--- config.mk ---
export PLATFORM = sky130hd
export DESIGN_NAME = diff_drive_odometry_step_core
export DESIGN_NICKNAME = d
export VERILOG_FILES = /design/src/rtl/ddos_pkg.sv /design/src/rtl/ddos_serial_mul.sv /design/src/rtl/ddos_cordic.sv /design/src/rtl/diff_drive_odometry_step_core.sv
export SDC_FILE = /design/constraint.sdc
export NUM_CORES = 2
export LEC_CHECK = 0
export BUFFER_PORTS_ARGS = -buffer_cell sky130_fd_sc_hd__buf_4
export CAP_MARGIN = 10
export CORE_UTILIZATION = 32
export DETAILED_ROUTE_END_ITERATION = 10
export GPL_ROUTABILITY_DRIVEN = 1
export HOLD_SLACK_MARGIN = 0.08
export MAX_ROUTING_LAYER = met4
export PLACE_DENSITY = 0.44
export RECOVER_POWER = 100
export SYNTH_ARGS = -nofsm -noshare
export SYNTH_HDL_FRONTEND = slang
export SYNTH_SLANG_ARGS = --single-unit
export TNS_END_PERCENT = 100
--- constraint.sdc ---
create_clock -name clk -period 118.5 [get_ports clk]
set_clock_uncertainty 0.15 [all_clocks]
set_input_delay 23.7 -clock clk [delete_from_list [all_inputs] [get_ports clk]]
set_output_delay 23.7 -clock clk [all_outputs]
set_load 0.1 [all_outputs]
--- src/rtl/ddos_pkg.sv ---
// Package for the differential-drive odometry step core.
// Request payload structs, register codes and fixed-point constants. No dependencies.
package ddos_pkg;

  typedef struct packed {
    logic               command;
    logic signed [31:0] left_speed;
    logic signed [31:0] right_speed;
    logic signed [31:0] vertical_speed;
    logic signed [31:0] turn_echo;
    logic               speed_valid;
    logic               jump_request;
    logic signed [31:0] anchor_x;
    logic signed [31:0] anchor_y;
    logic signed [31:0] anchor_z;
  } in_req_t;

  typedef struct packed {
    logic signed [31:0] out_x;
    logic signed [31:0] out_y;
    logic signed [31:0] out_z;
    logic signed [31:0] speed_x;
    logic signed [31:0] speed_y;
    logic signed [31:0] speed_z;
    logic signed [31:0] wheel_roll_rate;
    logic        [30:0] hop_height;
    logic signed [31:0] reported_turn;
    logic signed [15:0] quat_w;
    logic signed [15:0] quat_z;
  } out_req_t;

  localparam logic [2:0] REG_STEP    = 3'd0;
  localparam logic [2:0] REG_FLOOR   = 3'd1;
  localparam logic [2:0] REG_CEILING = 3'd2;
  localparam logic [2:0] REG_START_X = 3'd3;
  localparam logic [2:0] REG_START_Y = 3'd4;
  localparam logic [2:0] REG_START_Z = 3'd5;

  localparam int CORDIC_STEPS = 30;
  localparam logic signed [33:0] CORDIC_GAIN = 34'sd652032874;
  localparam logic [31:0] INV_TWO_PI_Q32 = 32'd683565276;

  function automatic logic signed [33:0] atan_turn(input logic [4:0] i);
    logic signed [33:0] r;
    begin
      case (i)
        5'd0: r = 34'sd536870912;  5'd1: r = 34'sd316933406;
        5'd2: r = 34'sd167458907;  5'd3: r = 34'sd85004756;
        5'd4: r = 34'sd42667331;   5'd5: r = 34'sd21354465;
        5'd6: r = 34'sd10679838;   5'd7: r = 34'sd5340245;
        5'd8: r = 34'sd2670163;    5'd9: r = 34'sd1335087;
        5'd10: r = 34'sd667544;    5'd11: r = 34'sd333772;
        5'd12: r = 34'sd166886;    5'd13: r = 34'sd83443;
        5'd14: r = 34'sd41722;     5'd15: r = 34'sd20861;
        5'd16: r = 34'sd10430;     5'd17: r = 34'sd5215;
        5'd18: r = 34'sd2608;      5'd19: r = 34'sd1304;
        5'd20: r = 34'sd652;       5'd21: r = 34'sd326;
        5'd22: r = 34'sd163;       5'd23: r = 34'sd81;
        5'd24: r = 34'sd41;        5'd25: r = 34'sd20;
        5'd26: r = 34'sd10;        5'd27: r = 34'sd5;
        5'd28: r = 34'sd3;         5'd29: r = 34'sd1;
        default: r = 34'sd0;
      endcase
      return r;
    end
  endfunction

endpackage

--- src/rtl/ddos_serial_mul.sv ---
// Shift-add multiplier, one multiplier bit per cycle, signed 34 x 34 to 68 bits.
// Uses ddos_pkg for nothing beyond the common style; standalone.
module ddos_serial_mul (
  input  logic               clk,
  input  logic               rst,
  input  logic               start,
  input  logic signed [33:0] a,
  input  logic signed [33:0] b,
  output logic               done,
  output logic signed [67:0] product
);
  logic [5:0]         count;
  logic               busy;
  logic signed [67:0] acc;
  logic signed [67:0] mcand;
  logic [33:0]        mplier;

  // one partial product per cycle; top bit of b carries negative weight
  always_ff @(posedge clk) begin
    if (rst) begin
      busy <= 1'b0;
      done <= 1'b0;
      count <= '0;
    end else begin
      done <= 1'b0;
      if (start) begin
        busy <= 1'b1;
        count <= '0;
        acc <= '0;
        mcand <= 68'(a);
        mplier <= b;
      end else if (busy) begin
        if (mplier[0]) begin
          if (count == 6'd33) acc <= acc - mcand;
          else acc <= acc + mcand;
        end
        mcand <= mcand <<< 1;
        mplier <= mplier >> 1;
        count <= count + 6'd1;
        if (count == 6'd33) begin
          busy <= 1'b0;
          done <= 1'b1;
        end
      end
    end
  end

  assign product = acc;
endmodule

--- src/rtl/ddos_cordic.sv ---
// Iterative rotation-mode CORDIC, one micro-rotation per cycle at Q4.30.
// Depends on ddos_pkg for the arctangent table and gain.
module ddos_cordic (
  input  logic               clk,
  input  logic               rst,
  input  logic               start,
  input  logic [31:0]        angle,
  output logic               done,
  output logic signed [33:0] cos_out,
  output logic signed [33:0] sin_out
);
  import ddos_pkg::*;

  logic               busy;
  logic               flip;
  logic [4:0]         step;
  logic signed [33:0] x, y, z;
  logic [31:0]        adj;
  logic               flip_now;
  logic signed [33:0] dx, dy;

  assign flip_now = adj[31];
  assign adj = angle + 32'h4000_0000;
  assign dx = y >>> step;
  assign dy = x >>> step;

  always_ff @(posedge clk) begin
    if (rst) begin
      busy <= 1'b0;
      done <= 1'b0;
    end else begin
      done <= 1'b0;
      if (start) begin
        busy <= 1'b1;
        step <= '0;
        flip <= flip_now;
        x <= CORDIC_GAIN;
        y <= '0;
        z <= 34'(signed'(flip_now ? angle + 32'h8000_0000 : angle));
      end else if (busy) begin
        if (!z[33]) begin
          x <= x - dx; y <= y + dy; z <= z - atan_turn(step);
        end else begin
          x <= x + dx; y <= y - dy; z <= z + atan_turn(step);
        end
        step <= step + 5'd1;
        if (step == 5'(CORDIC_STEPS - 1)) begin
          busy <= 1'b0;
          done <= 1'b1;
        end
      end
    end
  end

  assign cos_out = flip ? -x : x;
  assign sin_out = flip ? -y : y;
endmodule

--- src/rtl/diff_drive_odometry_step_core.sv ---
// Differential-drive odometry step core: top level sequencer, state and registers.
// Depends on ddos_pkg, ddos_serial_mul and ddos_cordic.
//
// An advance request that moves the robot runs, in order: a CORDIC on the held heading,
// eight passes through the shared bit-serial multiplier, a CORDIC on the half heading
// and a load of the output register. The next request is not taken until that result
// is loaded. A tick before motion is enabled only runs the half-heading CORDIC before
// giving its result. An anchor load writes the position and gives no result. Requests
// are held off while a finished result is stalled or a config write is offered. Config
// writes are taken only while no request is at work.
module diff_drive_odometry_step_core #(
  parameter int ANGLE_BITS = 16,
  parameter int FRAC_BITS  = 16
) (
  input  logic               clk,
  input  logic               rst,
  input  logic               in_valid,
  output logic               in_stall,
  input  ddos_pkg::in_req_t  in_data,
  output logic               out_valid,
  input  logic               out_stall,
  output ddos_pkg::out_req_t out_data,
  input  logic               cfg_valid,
  output logic               cfg_ready,
  input  logic [2:0]         cfg_index,
  input  logic [31:0]        cfg_data
);
  import ddos_pkg::*;

  localparam longint ONE_Q    = 64'sd1 <<< FRAC_BITS;
  localparam longint HUND_Q   = (ONE_Q + 50) / 100;
  localparam longint GRAV_Q   = (ONE_Q * 98 + 500) / 1000;
  localparam longint JUMP_Q   = ONE_Q * 4;
  localparam int     SH       = 32 + FRAC_BITS - ANGLE_BITS;

  localparam logic [3:0] S_IDLE  = 4'd0;
  localparam logic [3:0] S_COR1  = 4'd1;
  localparam logic [3:0] S_VX    = 4'd2;
  localparam logic [3:0] S_VY    = 4'd3;
  localparam logic [3:0] S_PX    = 4'd4;
  localparam logic [3:0] S_PY    = 4'd5;
  localparam logic [3:0] S_PZ    = 4'd6;
  localparam logic [3:0] S_JMP   = 4'd7;
  localparam logic [3:0] S_DYAW  = 4'd8;
  localparam logic [3:0] S_UNITS = 4'd9;
  localparam logic [3:0] S_COR2  = 4'd10;
  localparam logic [3:0] S_OUT   = 4'd11;

  logic [3:0] state;
  logic       launch;

  // configuration and state
  logic [15:0]        step_length;
  logic signed [31:0] floor_h, ceil_h, start_x, start_y, start_z;
  logic signed [31:0] pos_x, pos_y, pos_z, vel_x, vel_y, vel_z, roll_rate;
  logic signed [31:0] jump_h, climb;
  logic [ANGLE_BITS-1:0] heading;
  logic airborne, moving;
  in_req_t req;
  logic signed [31:0] mean, omega;
  logic signed [33:0] cos_h, sin_h;

  // shared units
  logic               mul_start, mul_done, cor_start, cor_done;
  logic signed [33:0] mul_a, mul_b, cor_c, cor_s;
  logic signed [67:0] mul_p;
  logic [31:0]        cor_angle;

  ddos_serial_mul u_mul (.clk, .rst, .start(mul_start), .a(mul_a), .b(mul_b),
                         .done(mul_done), .product(mul_p));
  ddos_cordic u_cor (.clk, .rst, .start(cor_start), .angle(cor_angle),
                     .done(cor_done), .cos_out(cor_c), .sin_out(cor_s));

  function automatic logic signed [31:0] sat32(input logic signed [67:0] v);
    if (v > 68'sh7FFF_FFFF) return 32'sh7FFF_FFFF;
    if (v < -68'sh8000_0000) return -32'sh8000_0000;
    return v[31:0];
  endfunction

  function automatic logic signed [15:0] q15(input logic signed [33:0] v);
    logic signed [34:0] r;
    begin
      r = (35'(v) + 35'sd16384) >>> 15;
      if (r > 35'sd32767) return 16'sh7FFF;
      if (r < -35'sd32768) return -16'sh8000;
      return r[15:0];
    end
  endfunction

  logic [31:0]        head32;
  logic signed [67:0] rq, r30, rsh;
  logic signed [31:0] zsum, jsum;
  logic signed [32:0] ptmp;
  logic [ANGLE_BITS-1:0] heading_next;
  logic [31:0]        half32, half32_next;
  assign head32 = {heading, {(32 - ANGLE_BITS){1'b0}}};
  assign rq  = (mul_p + (68'sd1 <<< (FRAC_BITS - 1))) >>> FRAC_BITS;
  assign r30 = (mul_p + (68'sd1 <<< 29)) >>> 30;
  assign rsh = (mul_p + (68'sd1 <<< (SH - 1))) >>> SH;
  assign zsum = sat32(68'(pos_z) + 68'(sat32(rq)));
  assign jsum = sat32(68'(jump_h) + 68'(sat32(rq)));
  assign ptmp = 33'(climb) - 33'(GRAV_Q);
  // half heading before and after the turn of this tick
  assign heading_next = heading + rsh[ANGLE_BITS-1:0];
  assign half32 = 32'(signed'(head32) >>> 1);
  assign half32_next = 32'(signed'({heading_next, {(32 - ANGLE_BITS){1'b0}}}) >>> 1);

  assign in_stall  = (state != S_IDLE) || launch || (out_valid && out_stall) || cfg_valid;
  assign cfg_ready = (state == S_IDLE) && !launch;

  // operand and start selection for the shared units
  always_comb begin
    mul_a = '0; mul_b = '0; mul_start = 1'b0;
    cor_start = 1'b0; cor_angle = head32;
    if (launch) begin
      cor_start = 1'b1;
      if (state == S_UNITS) cor_angle = half32;
    end
    if (cor_done && state == S_COR1) begin
      mul_start = 1'b1; mul_a = 34'(mean); mul_b = cor_c;
    end
    if (mul_done) begin
      mul_start = 1'b1;
      unique case (state)
        S_VX:    begin mul_a = 34'(mean); mul_b = sin_h; end
        S_VY:    begin mul_a = 34'(vel_x); mul_b = 34'(step_length); end
        S_PX:    begin mul_a = 34'(vel_y); mul_b = 34'(step_length); end
        S_PY:    begin mul_a = 34'(req.vertical_speed); mul_b = 34'(step_length); end
        S_PZ:    begin mul_a = 34'(sat32(68'(ptmp))); mul_b = 34'(HUND_Q); end
        S_JMP:   begin mul_a = 34'(omega); mul_b = 34'(step_length); end
        S_DYAW:  begin mul_a = 34'(sat32(rq)); mul_b = 34'(INV_TWO_PI_Q32); end
        S_UNITS: mul_start = 1'b0;
        default: mul_start = 1'b0;
      endcase
    end
    if (mul_done && state == S_UNITS) begin
      cor_start = 1'b1;
      cor_angle = half32_next;
    end
  end

  always_ff @(posedge clk) begin
    if (rst) begin
      state <= S_IDLE; launch <= 1'b0; out_valid <= 1'b0;
      step_length <= 16'(HUND_Q);
      floor_h <= 32'((ONE_Q * 2 + 5) / 10);
      ceil_h <= 32'(ONE_Q);
      start_x <= 32'(ONE_Q); start_y <= 32'(ONE_Q); start_z <= 32'(ONE_Q);
      pos_x <= 32'(ONE_Q); pos_y <= 32'(ONE_Q); pos_z <= 32'(ONE_Q);
      vel_x <= '0; vel_y <= '0; vel_z <= '0; roll_rate <= '0;
      jump_h <= '0; climb <= '0; heading <= '0; airborne <= 1'b0; moving <= 1'b0;
    end else begin
      launch <= in_valid && !in_stall && !in_data.command;
      if (out_valid && !out_stall && state != S_OUT) out_valid <= 1'b0;
      if (cfg_valid && cfg_ready) begin
        unique case (cfg_index)
          REG_STEP:    step_length <= cfg_data[15:0];
          REG_FLOOR:   floor_h <= cfg_data;
          REG_CEILING: ceil_h <= cfg_data;
          REG_START_X: begin start_x <= cfg_data; pos_x <= cfg_data; end
          REG_START_Y: begin start_y <= cfg_data; pos_y <= cfg_data; end
          REG_START_Z: begin start_z <= cfg_data; pos_z <= cfg_data; end
          default: ;
        endcase
      end
      // accept a request
      if (in_valid && !in_stall) begin
        req <= in_data;
        if (in_data.command) begin
          pos_x <= in_data.anchor_x; pos_y <= in_data.anchor_y;
          pos_z <= in_data.anchor_z;
        end else begin
          mean <= 32'((33'(in_data.left_speed) + 33'(in_data.right_speed)) >>> 1);
          omega <= sat32((68'(in_data.right_speed) - 68'(in_data.left_speed)) <<< 1);
          if (in_data.speed_valid || in_data.jump_request || moving) begin
            moving <= 1'b1;
            if (in_data.jump_request && !airborne) begin
              airborne <= 1'b1; climb <= 32'(JUMP_Q);
            end
            state <= S_COR1;
          end else begin
            state <= S_UNITS;
          end
        end
      end
      unique case (state)
        S_IDLE: ;
        S_COR1: if (cor_done) begin
          sin_h <= cor_s; state <= S_VX;
          roll_rate <= mean; vel_z <= req.vertical_speed;
        end
        S_VX: if (mul_done) begin vel_x <= sat32(r30); state <= S_VY; end
        S_VY: if (mul_done) begin vel_y <= sat32(r30); state <= S_PX; end
        S_PX: if (mul_done) begin
          pos_x <= sat32(68'(pos_x) + 68'(sat32(rq))); state <= S_PY;
        end
        S_PY: if (mul_done) begin
          pos_y <= sat32(68'(pos_y) + 68'(sat32(rq))); state <= S_PZ;
        end
        S_PZ: if (mul_done) begin
          if (zsum < floor_h || floor_h > ceil_h) pos_z <= floor_h;
          else if (zsum > ceil_h) pos_z <= ceil_h;
          else pos_z <= zsum;
          if (airborne) climb <= sat32(68'(ptmp));
          state <= S_JMP;
        end
        S_JMP: if (mul_done) begin
          if (airborne) begin
            if (jsum <= 0) begin jump_h <= '0; airborne <= 1'b0; end
            else jump_h <= jsum;
          end else jump_h <= '0;
          state <= S_DYAW;
        end
        S_DYAW: if (mul_done) state <= S_UNITS;
        S_UNITS: begin
          // idle ticks skip straight to the half-angle rotation (launch started it)
          if (mul_done) begin
            heading <= heading_next;
            state <= S_COR2;
          end else if (!moving && cor_done) begin
            cos_h <= cor_c; sin_h <= cor_s; state <= S_OUT;
          end
        end
        S_COR2: if (cor_done) begin cos_h <= cor_c; sin_h <= cor_s; state <= S_OUT; end
        S_OUT: if (!out_valid || !out_stall) begin
          out_valid <= 1'b1;
          out_data <= '{out_x: pos_x, out_y: pos_y, out_z: pos_z, speed_x: vel_x,
                        speed_y: vel_y, speed_z: vel_z, wheel_roll_rate: roll_rate,
                        hop_height: jump_h[30:0], reported_turn: req.turn_echo,
                        quat_w: q15(cos_h), quat_z: q15(sin_h)};
          state <= S_IDLE;
        end
        default: state <= S_IDLE;
      endcase
    end
  end

  property p_no_accept_busy;
    @(posedge clk) disable iff (rst) (state != S_IDLE) |-> in_stall;
  endproperty
  a_no_accept_busy: assert property (p_no_accept_busy) else $error("accepted while busy");
  a_cfg_idle: assert property (@(posedge clk) disable iff (rst)
    (cfg_valid && cfg_ready) |-> (state == S_IDLE)) else $error("config while busy");
  a_out_hold: assert property (@(posedge clk) disable iff (rst)
    (out_valid && out_stall) |=> out_valid && $stable(out_data)) else $error("result lost");
endmodule
==> run metrics <==
status=complete, but fails checks; violated checks=max-capacitance violations, max-slew violations; DRC violations left=0; min-delay worst type=register to register; CP Cell Sequence=buf_4 -> and2_1 -> nor3_1 -> inv_1 -> clkbuf_1; sequential element share of the synthesized area=39.68%; Total Die Area=0.2544 mm^2; Async SR Flop Fraction=0%; largest cells by area after synthesis=edfxtp_1 29%, dfxtp_1 11%, ha_1 7.6%, nand2_1 5.0%, a21oi_1 4.6%; Die Span Y=504.3 um; R2R Setup Slk=104.49 ns; Final Total Pwr=0.001099 W; post-synthesis instance total=8744; first-pass GRT wire length=481.9 mm; cts repair resizes=0; CTS tree=yes; Slew HR=-197.0%; Distinct cells, synth=117; area fraction of the dominant cell type after synthesis=28.97%; # IOs=589; P_leak=34.95 nW; DR pass1 iterations=10; input/output buffers=588; Detail Placement HPWL=254.7 mm; Seq cells post-synth=1211; vias per cell=5.609; hold depth=0; vias=70770; Clock Tree Root=clkbuf_16; remaining antenna violation count=0; Fin Setup TNS=0 ns; Yosys top cell by area=edfxtp_1; kind of critical path=primary input to primary output; CP arrival=25.52 ns; Max IR drop VDD=0.01144 mV; clock buffer depth=3; crit share post-route=41.66%; Synth warnings=0; Final Hold Fails=0; CP Capture Type=primary output; Critical Path RT=94.65 ns; CTS sink count=1211; Post-Route WL=335.0 mm; NumNets Final=9905; RSZ-0062 raised after global routing=false; CP Launch Type=primary input; Syn Nets=9514; Worst-path clk slew=0.06 ns; Die W=504.3 um; postcts setup bufs=0; Min Clock Period, post-route=49.37 ns; worst-path fanout max=5; largest net degree at the start of global routing=97; Slew @ Worst Pin=4.454 ns; FILL cells=25820; clk_lat worst skew=0.85 ns; WL/cell=26.55 um; Synth Area per Inst=9.235 um^2; most frequent cell after synthesis=nand2_1; Power Dens Cells=11.94 mW/mm^2; gp weighted congestion=0.9379; final slew viol count=1713; Starting Density=32.15%; DR iter-0 viols=5800; Mapped Area=0.08075 mm^2; final setup fails=0; htree depth=4; reg2reg path depth=33; delay of the slowest critical-path stage=0.89 ns; slowest CP cell=clkbuf_1; hold_buf cts=0; layout cells sized above 1=8.904%; FMAX=0.02026 GHz; Layout area overhead=14.01%; Top FF cell, synth=edfxtp_1; vias in the first global route=67930; Total GRT Usage=26.20%; Hold Crit Endpoint=out_data[42]$_DFFE_PP_; reg-to-reg endpoint=pos_z[15]$_SDFF_PP0_; CORE AREA=0.2512 mm^2; initial antenna violation count=10; Num CTS Buffers=152; EDFF count, synth=779; hold_sp=req[108]$_DFFE_PP_; top post-synthesis cells by count=1083 x nand2_1, 779 x edfxtp_1, 737 x a21oi_1; GRT Residual Overflow=0; Worst R2R Start=u_mul.product[15]$_SDFFCE_PN0P_; Max Cap Viol=36; num rows=184
[worst max-delay path by stage]
stage	from	to	slack (ns)
2_1_floorplan	rst	out_data[0]$_SDFFCE_PN1P_	62.33
3_3_place_gp	out_stall	in_stall	69.27
3_5_place_dp	out_stall	in_stall	69.39
4_1_cts	out_stall	in_stall	69.39
5_1_grt	out_stall	in_stall	69.12
6_report	out_stall	in_stall	69.13
[through the flow]
stage / area (um^2) / util, % / hold WS [ns] / setup slack (ns) / instances
floorplan: 80750 / - / 0.2503 / 62.33 / 8744
global placement: 88510 / 35.24 / 0.2503 / 69.27 / 12330
detailed placement: 88510 / 35.24 / 0.2545 / 69.39 / 12330
CTS: 93540 / 37.24 / 0.2694 / 69.39 / 12610
global route: 92060 / 36.65 / 0.2746 / 69.12 / 12620
finish: 92060 / 36.65 / 0.2694 / 69.13 / 12620
[report_power, final]
group	internal, W	leakage, nW	switching (W)
Sequential	0.000457	10.6	0.0000105
Combinational	0.0000612	21.9	0.0000995
Clock	0.000266	2.43	0.000205
Total	0.000784	35.0	0.000315
[flip-flops by register name (all words and copies together) (netlist names), 34 cells and up, named ones only]
register and count:
u_cor.x 34, u_cor.y 34, out_data 319, u_mul.mplier 34, u_mul.mcand 68, sin_h 34, u_mul.product 68, req 64
u_cor.z 34
[kinds of logic after synthesis]
| group | count (synthesis) | share of synthesized area, % |
|---|---|---|
| compound gates | 2485 | 20.26 |
| flops | 1211 | 39.68 |
| mux | 228 | 4.494 |
| fa+ha+maj | 506 | 7.933 |
| simple gates | 2866 | 16.33 |
| buf+inv | 773 | 3.973 |
| xor+xnor | 675 | 7.321 |
[worst max-delay path: cells and delay by family]
family        cells  cell delay (ns)
simple gates      2             0.58
buf+inv           3             1.23
[layer usage]
layer | vias to the layer above | wire length (um) | GRT usage, %
li1 | 33160 | - | -
met1 | 34840 | 142700 | 32.50
met2 | 2265 | 159700 | 43.21
met3 | 506 | 17640 | 3.406
met4 | 0 | 14940 | 10.04
met5 | - | 0 | -
[placed cells by master, fill, tap and decap left out, drive strengths merged, types with 95 or more instances in the layout]
| cell type | synthesis | final |
|---|---|---|
| a211oi | 130 | 130 |
| nor2 | 734 | 734 |
| a21o | 236 | 236 |
| nand3 | 263 | 263 |
| mux4 | 95 | 95 |
| o21ai | 456 | 456 |
| xnor2 | 362 | 362 |
| ha | 492 | 492 |
| clkbuf | 410 | 635 |
| buf | 84 | 295 |
| nand4 | 102 | 102 |
| edfxtp | 779 | 779 |
| nand2 | 1083 | 1083 |
| a21oi | 737 | 737 |
| xor2 | 313 | 313 |
| nor3 | 142 | 142 |
| dfxtp | 432 | 432 |
| inv | 276 | 288 |
[final cells by class]
type | instances | area, um^2 | share of cell area, %
Multi-Input combinational cell | 6760 | 45660 | 49.60
Sequential cell | 1211 | 32040 | 34.80
Tap cell | 3348 | 4189 | 4.550
Clock buffer | 198 | 4180 | 4.541
Timing Repair Buffer | 732 | 4086 | 4.439
Inverter | 278 | 1045 | 1.135
Clock inverter | 86 | 845.8 | 0.9187
Antenna cell | 5 | 12.51 | 0.01359
Note: power is estimated with default switching activity, not from simulation.
